--- src/rtl/core/psd_pkg.sv ---
// ----------------------------------------------------------------------------
// psd_pkg
// Shared constants and types for the point to segment distance pipeline.
// ----------------------------------------------------------------------------
package psd_pkg;

    localparam int COORD_WIDTH_DEF = 24;
    localparam int T_FRAC_BITS_DEF = 16;

    typedef enum logic [1:0] {
        SEL_ZERO,
        SEL_ONE,
        SEL_FRAC
    } t_sel_t;

endpackage

--- src/rtl/core/psd_sqrt.sv ---
// ----------------------------------------------------------------------------
// psd_sqrt
// Integer square root, one root bit per stage.
// ----------------------------------------------------------------------------
module psd_sqrt #(
    parameter int ES = 56,
    parameter int OW = 25
) (
    input  logic          clk,
    input  logic          rst_n,
    input  logic          en,
    input  logic          in_valid,
    input  logic [ES-1:0] n,
    output logic          out_valid,
    output logic [OW-1:0] root
);
    import psd_pkg::*;

    localparam int RB = ES / 2;

    logic [ES-1:0] n_reg [RB];
    logic [ES-1:0] res_reg [RB];
    logic [RB-1:0] v_reg;

    always_ff @(posedge clk or negedge rst_n)
    begin
        if (!rst_n)
        begin
            v_reg <= '0;
        end
        else if (en)
        begin
            v_reg <= {v_reg[RB-2:0], in_valid};
        end
    end

    for (genvar k = 0; k < RB; k++)
    begin : g_stage
        localparam logic [ES-1:0] BIT = ES'(1) << (ES - 2 - 2 * k);
        logic [ES-1:0] n_cur;
        logic [ES-1:0] r_cur;
        logic [ES-1:0] trial;

        if (k == 0)
        begin : g_first
            assign n_cur = n;
            assign r_cur = '0;
        end
        else
        begin : g_rest
            assign n_cur = n_reg[k-1];
            assign r_cur = res_reg[k-1];
        end

        assign trial = r_cur + BIT;

        always_ff @(posedge clk)
        begin
            if (en)
            begin
                if (n_cur >= trial)
                begin
                    n_reg[k]   <= n_cur - trial;
                    res_reg[k] <= (r_cur >> 1) + BIT;
                end
                else
                begin
                    n_reg[k]   <= n_cur;
                    res_reg[k] <= r_cur >> 1;
                end
            end
        end
    end

    assign out_valid = v_reg[RB-1];
    assign root      = res_reg[RB-1][OW-1:0];

endmodule

--- config.mk ---
export PLATFORM = sky130hd
export DESIGN_NAME = psd_sqrt
export DESIGN_NICKNAME = d
export VERILOG_FILES = /design/src/rtl/core/psd_pkg.sv /design/src/rtl/core/psd_sqrt.sv
export SDC_FILE = /design/constraint.sdc
export NUM_CORES = 2
export LEC_CHECK = 0
export BUFFER_PORTS_ARGS = -buffer_cell sky130_fd_sc_hd__buf_2
export CORE_AREA = 2 2 384 386
export DETAILED_ROUTE_END_ITERATION = 6
export DIE_AREA = 0 0 386 388
export PLACE_DENSITY = 0.81
export REMOVE_ABC_BUFFERS = 1
export SLEW_MARGIN = 20
export SYNTH_ARGS = -nofsm -noshare
export SYNTH_HDL_FRONTEND = slang
export SYNTH_SLANG_ARGS = --single-unit
--- constraint.sdc ---
create_clock -name clk -period 3.8 [get_ports clk]
set_input_delay 0.76 -clock clk [delete_from_list [all_inputs] [get_ports clk]]
set_output_delay 0.76 -clock clk [all_outputs]
set_load 0.03 [all_outputs]
==> flow_metrics.tcl <==
set metrics [dict create \
    gp_congestion 0.9499 \
    fin_cells 9623 \
    grt_pass1_vias 58840 \
    hold_viol 0 \
    die_h_um 388 \
    crit_type "reg -> reg" \
    ys.flop_type "edfxtp_1" \
    worst_ep_required_time_ps 4310 \
    synth_compound_area_share_pct 9.037 \
    p_clk_share_pct 32.1 \
    grt_usage_pct 28.41 \
    synth.distinct_cells 105 \
    met2_usage_pct 48.44 \
    met3_usage_pct 4.248 \
    vdd_drop_max_v 0.0004832 \
    dpl.cell_count 9270 \
    vias 60020 \
    synth_fa_ha_area_share_pct 5.849 \
    critPathCaptureType "flip-flop" \
    start_util_pct 63.64 \
    dp_hpwl_um 153200 \
    crit_fanout 4 \
    io_pins 86 \
    hp-class "in -> reg" \
    clk_latency_ps 820 \
    synthXorXnorAreaFrac_pct 6.264 \
    yosys.area_share.simple_pct 12.02 \
    clock-skew-final_ps 64.81 \
    ys_ff_latch 1943 \
    cts_tree "built" \
    ctsHtreeMaxLevel 4 \
    clockRootBuffer "clkbuf_16" \
    fin_total_pwr_mw 59.97 \
    final_area_mm2 0.1023 \
    setup_viol 0 \
    area_growth_pct 10.72 \
    worstMarginPinSlew_ps 1201 \
    top_usage_layer "met2" \
    clock_path_buffers 3 \
    grt-ovfl-total 0 \
    ys_async_sr_fraction_pct 1.441 \
    use_met1_pct 37.31 \
    switching_share_pct 28.78 \
    die_area_mm2 0.1498 \
    post-place-ws_ps -44.20 \
    synth_mux_area_share_pct 0.9640 \
    drtIter0Drc 6358 \
    synth_edf_count 1915 \
    largest_reg_flops 1512 \
    arrival_ps 4140 \
    synth_top_area_share_pct 62.22 \
    p_switching_mw 17.26 \
    maxSlewHeadroom_pct 19.96 \
    drcViolationCount 0 \
    ys_warn_count 0 \
    io_buffers 85 \
    synth_top_area_cell "edfxtp_1" \
    cts_buffers 189 \
    final_nets 8041 \
    synth_cells 7299 \
    postPlaceCellArea_mm2 0.09575 \
    clkTransAtPathRegs_ps 60 \
    power_density_mw_per_mm2 586.0 \
    setup_ws_ps 174.4 \
    routed_wirelength_um 214000 \
    n_antenna_cell 0 \
    synthesis.area_mm2 0.09242 \
    antenna_found_initial 7 \
    fin_crit_sh_pct 95.41 \
    dr.pass1.iters 6 \
    wl_per_cell_um 22.24 \
    grt_pass1_wl_um 330200 \
    fmax_mhz 275.8 \
    antenna_left 0 \
    power.leakage_nw 38.94 \
    p_int_mw 42.71 \
    synth_area_leaders "edfxtp_1, ha_1, xor2_1, xnor2_1, nand2_1" \
    run_status "finished, final reports clean" \
    syn_avg_cell_area_um2 12.66 \
    seq_power_share_pct 48.7 \
    rows 140 \
    viasPerCell 6.238 \
    fp.dieW_um 386 \
    clock-sinks 1943 \
    ys_seq_area_share_pct 62.98 \
    core_area_mm2 0.1452 \
    slew_violations 0 \
    power_frac_comb_pct 19.2 \
    drive_gt1_share_pct 8.669 \
    grt_max_degree 211 \
    synth_top_family_by_area "simple AND/OR/NAND/NOR gates" \
    fin_crit_ps 3626 \
    startpoint_type "flip-flop" \
    cap_violations 0 \
]
layout by cell type, fill, tap and decap left out, types with 57 or more instances in the layout:
cell type / synthesis / routed
o21a_1: 57 / 57
ha_1: 432 / 432
xnor2_1: 299 / 299
a21oi_1: 359 / 357
mux2_2: 70 / 70
nand3_1: 137 / 137
or3_1: 73 / 73
clkbuf_16: 0 / 190
xor2_1: 362 / 362
nand2_1: 538 / 538
o21ai_0: 376 / 375
edfxtp_1: 1915 / 1915
buf_2: 20 / 84
a21o_1: 191 / 191
nand2b_1: 101 / 101
nor2_1: 444 / 444
buf_4: 5 / 122
nor4_1: 249 / 244
nand4_1: 113 / 113
inv_1: 525 / 525
nor3_1: 204 / 202
kinds of logic after synthesis:
kind of cell,count (synthesis)
adders and majority gates,432
AOI/OAI and AO/OA,1329
and+or+nand+nor,2165
muxes,80
buffers and inverters,689
xor gates and xnor gates,661
DFF,1943
synthesized netlist by cell type, types with 10 or more instances:
master     instances
and2_1            18
nor3_1           204
or3_1             73
and3_1            30
o21ai_0          376
or4_1             52
inv_1            525
ha_1             432
dfrtp_1           28
nor2_1           444
nor4b_1           41
mux2_2            70
a211o_1           11
nand4_1          113
o21a_1            57
nand3b_1          20
edfxtp_1        1915
o21ai_1           22
nand2b_1         101
a21oi_1          359
nand2_1          538
a211oi_1          37
a21boi_0          12
a31oi_1           33
o31a_1            15
buf_2             20
or2_2             21
and4_1            10
nand3_1          137
a2111oi_0         11
xnor2_1          299
nor4_1           249
clkbuf_1         120
nand4b_1          17
o21bai_1          33
o211ai_1          24
nor2b_1           49
xor2_1           362
o31ai_1           30
a21o_1           191
worst max-delay path: stages, from the launching register on:
cell and delay [ps]:
edfxtp_1 400, ha_1 370, o21ai_0 320, a221oi_1 210, o21ai_0 200, nand3b_1 240, a22oi_1 370, o21ai_0 160
a21oi_1 290, o21ai_0 210, nor4b_1 400, xor2_1 150
area by class of cell:
type	instances	area, µm²
clock buffers	220	4877
multi-input cells	4667	31690
fillers	9399	42890
flip-flops and latches	1943	58210
clock inverters	128	1545
well taps	1917	2399
inverters	527	1978
repair buffers	221	1627
per-layer routing:
layer	up-vias	wire length, µm
met3	463	14470
met5	-	0
li1	27720	-
met1	29410	85220
met4	0	7193
met2	2432	107100
path summary, 6_finish.rpt:
check / slack (ps) / startpoint / cells past startpoint / end
setup / recovery: 170 / n_reg[1][347] / 11 / n_reg[1][435]
hold / removal: 100 / n[1] / 1 / n_reg[0][1]
setup reg to reg: 170 / n_reg[1][347] / 11 / n_reg[1][435]
hold reg to reg: 430 / n_reg[1][1] / 0 / n_reg[1][57]
max in group asynchronous: 2850 / rst_n / 2 / v_reg[15]
min in group asynchronous: 550 / rst_n / 2 / v_reg[27]
per-stage QoR:
| stage | hold WS, ps | util [%] | setup TNS, ps |
|---|---|---|---|
| CTS | 44.99 | 70.38 | 0 |
| global placement | 426.4 | 65.94 | -2.150 |
| global route | 63.43 | 70.47 | -6.148 |
| detailed placement | 427.8 | 65.94 | -44.20 |
| floorplan | 416.6 | - | -7296 |
| finish | 98.69 | 70.47 | 0 |
power groups by stage:
stage / Combinational [mW] / Sequential (mW) / Clock [mW]
4_1_cts: 11.3 / 29.2 / 19.4
2_1_floorplan: 8.18 / 28.7 / 0
3_5_place_dp: 11.2 / 29.6 / 0
5_1_grt: 12.7 / 29.5 / 20.2
3_3_place_gp: 10.9 / 29.5 / 0
6_report: 11.5 / 29.2 / 19.2
timing repair:
item                                    4_1_cts  5_1_grt
endpoints found under the hold margin        28        0
hold buffers                                  1        0
endpoints found under the setup margin        5       67
pin swaps                                     0        4
setup buffers                                 0        4
gates cloned                                  0        0
resized for setup                             3       22
No activity file was read; power rests on OpenSTA's default activity.
