$ cat src/rtl/core/psd_pkg.sv
// ----------------------------------------------------------------------------
// psd_pkg
// Shared constants and types for the point to segment distance pipeline.
// ----------------------------------------------------------------------------
package psd_pkg;

    localparam int COORD_WIDTH_DEF = 24;
    localparam int T_FRAC_BITS_DEF = 16;

    typedef enum logic [1:0] {
        SEL_ZERO,
        SEL_ONE,
        SEL_FRAC
    } t_sel_t;

endpackage

$ cat src/rtl/core/psd_div.sv
// ----------------------------------------------------------------------------
// psd_div
// Segment parameter: restoring division, one quotient bit per stage.
// ----------------------------------------------------------------------------
module psd_div #(
    parameter int SW  = 52,
    parameter int F   = 16,
    parameter int PLW = 150
) (
    input  logic                 clk,
    input  logic                 rst_n,
    input  logic                 en,
    input  logic                 in_valid,
    input  logic signed [SW-1:0] dot,
    input  logic [SW-1:0]        len2,
    input  logic [PLW-1:0]       pl_in,
    output logic                 out_valid,
    output logic [F:0]           t,
    output logic [PLW-1:0]       pl_out
);
    import psd_pkg::*;

    logic [SW:0]    rem_reg [F+1];
    logic [SW-1:0]  den_reg [F+1];
    logic [F:0]     q_reg [F+1];
    t_sel_t         sel_reg [F+1];
    logic [PLW-1:0] pl_reg [F+1];
    logic [F:0]     v_reg;

    t_sel_t sel_next;

    always_comb
    begin
        if (len2 == '0 || dot[SW-1] || dot == '0)
        begin
            sel_next = SEL_ZERO;
        end
        else if ($unsigned(dot) >= len2)
        begin
            sel_next = SEL_ONE;
        end
        else
        begin
            sel_next = SEL_FRAC;
        end
    end

    always_ff @(posedge clk or negedge rst_n)
    begin
        if (!rst_n)
        begin
            v_reg <= '0;
        end
        else if (en)
        begin
            v_reg <= {v_reg[F-1:0], in_valid};
        end
    end

    always_ff @(posedge clk)
    begin
        if (en)
        begin
            rem_reg[0] <= {1'b0, dot};
            den_reg[0] <= len2;
            q_reg[0]   <= '0;
            sel_reg[0] <= sel_next;
            pl_reg[0]  <= pl_in;
        end
    end

    for (genvar k = 1; k <= F; k++)
    begin : g_stage
        logic [SW:0] rem2;
        assign rem2 = {rem_reg[k-1][SW-1:0], 1'b0};

        always_ff @(posedge clk)
        begin
            if (en)
            begin
                if (rem2 >= {1'b0, den_reg[k-1]})
                begin
                    rem_reg[k] <= rem2 - {1'b0, den_reg[k-1]};
                    q_reg[k]   <= {q_reg[k-1][F-1:0], 1'b1};
                end
                else
                begin
                    rem_reg[k] <= rem2;
                    q_reg[k]   <= {q_reg[k-1][F-1:0], 1'b0};
                end
                den_reg[k] <= den_reg[k-1];
                sel_reg[k] <= sel_reg[k-1];
                pl_reg[k]  <= pl_reg[k-1];
            end
        end
    end

    always_comb
    begin
        case (sel_reg[F])
            SEL_ZERO: t = '0;
            SEL_ONE:  t = {1'b1, {F{1'b0}}};
            SEL_FRAC: t = q_reg[F];
            default:  t = '0;
        endcase
    end

    assign out_valid = v_reg[F];
    assign pl_out    = pl_reg[F];

endmodule

$ cat config.mk
export PLATFORM = sky130hd
export DESIGN_NAME = psd_div
export DESIGN_NICKNAME = d
export VERILOG_FILES = /design/src/rtl/core/psd_pkg.sv /design/src/rtl/core/psd_div.sv
export SDC_FILE = /design/constraint.sdc
export NUM_CORES = 2
export LEC_CHECK = 0
export BUFFER_PORTS_ARGS = -buffer_cell sky130_fd_sc_hd__clkbuf_2
export CAP_MARGIN = 25
export CELL_PAD_IN_SITES_DETAIL_PLACEMENT = 1
export CELL_PAD_IN_SITES_GLOBAL_PLACEMENT = 2
export CORE_MARGIN = 1.5
export CORE_UTILIZATION = 45
export CTS_CLUSTER_SIZE = 12
export DETAILED_ROUTE_END_ITERATION = 16
export HOLD_SLACK_MARGIN = 0.08
export PLACE_DENSITY_LB_ADDON = 0.12
export SETUP_SLACK_MARGIN = 0.5
export SLEW_MARGIN = 15
export SYNTH_ARGS = -nofsm -noshare
export SYNTH_HDL_FRONTEND = slang
export SYNTH_MEMORY_MAX_BITS = 65536
export SYNTH_SLANG_ARGS = --single-unit
export TNS_END_PERCENT = 10
$ cat constraint.sdc
create_clock -name clk -period 5.43 [get_ports clk]
set_clock_uncertainty 0.2 [all_clocks]
set_input_delay 0.543 -clock clk [delete_from_list [all_inputs] [get_ports clk]]
set_output_delay 0.543 -clock clk [all_outputs]
set_load 0.02 [all_outputs]
==> flow_summary.toml <==
[outcome]
status = "complete, no violations"

[clocking]
clkSinkCount = 4401
clockBufferDepth = 4
cts_max_level = 5
clk-insertion-delay-late_ns = 0.99
numCtsBuffers = 460
clkSlewWorstSetupHoldPaths_ns = 0.06
ctsRootBufferMaster = "clkbuf_16"
cts_tree = "yes"

[synthesis]
yosysUniqueCellTypes = 98
synth_ff_type = "edfxtp_1"
synth_edf_count = 4383
synth-xor-area-share_pct = 3.235
synth-compound-area-share_pct = 10.17
synthCells = 13650
syn_area_sq_um = 191900
syn_area_per_cell_sq_um = 14.07
synthArstFlopShare_pct = 0.3863
ys_warn_count = 0
synth-simple-area-share_pct = 6.205
ys_top_cells_by_area = "edfxtp_1 69%, ha_1 5.8%, a21oi_1 3.2%, a21o_1 2.4%, inv_1 2.1%"
yosys.area.top_type = "edfxtp_1"
ys_ff_latch = 4401
synth_top_area_share_pct = 68.57
synth_mux_area_share_pct = 1.979
ys_seq_area_share_pct = 68.80
synthAdderAreaFrac_pct = 5.912
syn_nets = 14800
synth_top_family_by_area = "compound AO/OA/AOI/OAI gates"

[drt]
drc_errors = 0
drtIter0Drc = 5833
wirelength_mm = 464.0
num_vias = 108800
wl_per_cell_um = 22.48
viasPerCell = 5.271
ant_nets = 0
first_pass_iters = 5

[finish]
layout.nets = 15830
final_cell_mix = "4,383 x edfxtp_1, 1,210 x a21oi_1, 1,097 x inv_1"
area_growth_pct = 14.63
fin_util_pct = 51.85
multi_input_area_sq_um = 53080
final_common_cell = "edfxtp_1"
drive_gt1_share_pct = 11.52
seq_area_sq_um = 132100
largest_register_ffs = 2550
n_fill_cell = 41250

[global_routing]
grt_overflow = 0
grt_busiest_layer = "met2"
met2_usage_pct = 39.96
grtUsageTotal_pct = 21.04
grt_max_degree = 160
grt_pass1_wl_mm = 701.2
antenna_found_initial = 14
grtUsageMet3_pct = 2.394
grt_pass1_vias = 119000
grt_use_met1_pct = 23.05

[timing]
finalSetupViolCount = 0
rsz0062_at_grt = "yes"
tightestPinTransition_ns = 1.019
hold-worst-slack_ns = 0.1337
fin_setup_tns_ns = 0
fin_crit_sh_pct = 93.84
final.setup.worst_slack_ns = 0.3344
fmaxAchievable_ghz = 0.1962
min_period_ns = 5.096
max-slew-margin-rel_pct = 31.32
finalHoldViolations = 0
final_max_slew_viol_count = 0

[power_and_ir_drop]
ir_worst_vdd_v = 0.0003942
power-per-cell-area_nw_per_um2 = 524.6
p_leak_nw = 85.11

[die]
rows = 239
die_y_um = 656.1
coreArea_sq_um = 424300
die-area_sq_um = 430500
io_pins = 426
die_w_um = 656.1
initial_core_util_pct = 45.23

[setup_path]
worstSetupStartpointType = "flop"
critPathKind = "flop to flop"
worst-path-max-fanout = 33
required_ns = 5.99
worstSetupEndpointType = "flop"
arrival_ns = 5.66

[placement]
gp_congestion = 0.9398
dp_slack_ns = 0.2747
dp_hpwl_mm = 340.3
portBuffers = 425

[min_path]
hold_class = "flop to flop"

[job]
drv_cap = 0
==> Yosys cell counts (20+ instances only) <==
| library cell | n |
|---|---|
| and3_1 | 76 |
| ha_1 | 883 |
| o31ai_1 | 45 |
| nand2_1 | 620 |
| xnor2_1 | 404 |
| mux2_2 | 258 |
| buf_2 | 59 |
| o211ai_1 | 28 |
| nor4_1 | 66 |
| o21ai_1 | 27 |
| edfxtp_1 | 4383 |
| nor3_1 | 94 |
| nand4_1 | 221 |
| o21ai_0 | 542 |
| a31o_2 | 27 |
| a41oi_1 | 21 |
| a211oi_1 | 44 |
| buf_4 | 165 |
| a21oi_1 | 1213 |
| nor2b_1 | 132 |
| mux2_4 | 45 |
| and4_1 | 22 |
| a221oi_1 | 32 |
| o21bai_1 | 152 |
| buf_1 | 20 |
| and2_1 | 90 |
| a31oi_1 | 76 |
| xor2_1 | 305 |
| nand3_1 | 183 |
| clkbuf_1 | 341 |
| a221o_1 | 24 |
| inv_1 | 1097 |
| o21a_1 | 91 |
| a21boi_0 | 39 |
| nand2b_1 | 100 |
| or3_1 | 27 |
| a21o_1 | 605 |
| nor2_1 | 776 |
==> critical path, stage by stage (launching register included) <==
cell	delay [ns]
edfxtp_1	0.43
ha_1	0.59
nand3_1	0.65
or4_1	0.72
nor4_1	0.54
buf_4	0.24
nand4_1	0.11
buf_4	0.19
nand3_1	0.08
a41oi_1	0.09
o21ai_4	0.31
buf_12	0.24
buf_4	0.20
nor2_1	0.05
a21oi_1	0.21
==> through the flow <==
stage	std cells	cell area [sq um]	total power (W)
6_report	20650	220000	0.1154
2_1_floorplan	13650	191900	0.07330
4_1_cts	20610	219800	0.1163
5_1_grt	20640	220000	0.1216
3_5_place_dp	19420	201000	0.08563
3_3_place_gp	19410	201000	0.08497
==> where the power goes <==
group | switching (W) | total (W) | internal [W] | leakage (nW)
Combinational | 0.0220 | 0.0380 | 0.0160 | 35.2
Sequential | 0.00313 | 0.0474 | 0.0443 | 43.0
Clock | 0.0128 | 0.0300 | 0.0172 | 6.85
==> cell type report <==
| cell class | count | share of cell area, % |
|---|---|---|
| clock inverters | 173 | 1.032 |
| multi-input cells | 7555 | 24.12 |
| flip-flops and latches | 4401 | 60.02 |
| repair buffers | 1154 | 4.243 |
| inverters | 1098 | 1.873 |
| well taps | 5663 | 3.220 |
| clock buffers | 570 | 5.453 |
| diodes | 32 | 0.03639 |
==> cells by family after synthesis <==
| family | count (synthesis) |
|---|---|
| mux | 324 |
| xor+xnor | 709 |
| fa+ha+maj | 898 |
| flops | 4401 |
| simple gates | 2488 |
| buf+inv | 1691 |
| compound gates | 3136 |
==> what timing repair did <==
item,4_1_cts,5_1_grt
hold buffers,449,0
setup buffers,0,2
pin swaps,0,2
gates resized for setup,3,19
endpoints found under the setup margin,129,278
endpoints found under the hold margin,334,0
cloned,0,1
==> final timing paths <==
| kind | startpoint | endpoint | slack [ns] | cells past startpoint |
|---|---|---|---|---|
| setup / recovery | rem_reg[3][47] | rem_reg[4][7] | 0.33 | 14 |
| hold / removal | pl_reg[0][2287] | pl_reg[0][2437] | 0.13 | 0 |
| setup reg to reg | rem_reg[3][47] | rem_reg[4][7] | 0.33 | 14 |
| hold reg to reg | pl_reg[0][2287] | pl_reg[0][2437] | 0.13 | 0 |
| max in group asynchronous | rst_n | v_reg[9] | 3.87 | 3 |
| min in group asynchronous | rst_n | v_reg[1] | 0.58 | 3 |
==> metal layers <==
layer | up-vias | part of all wire [%]
li1 | 52500 | -
met5 | - | 0
met2 | 1695 | 53
met4 | 0 | 5.6
met1 | 53740 | 39
met3 | 897 | 2.6
Note: power is estimated with default switching activity, not from simulation.
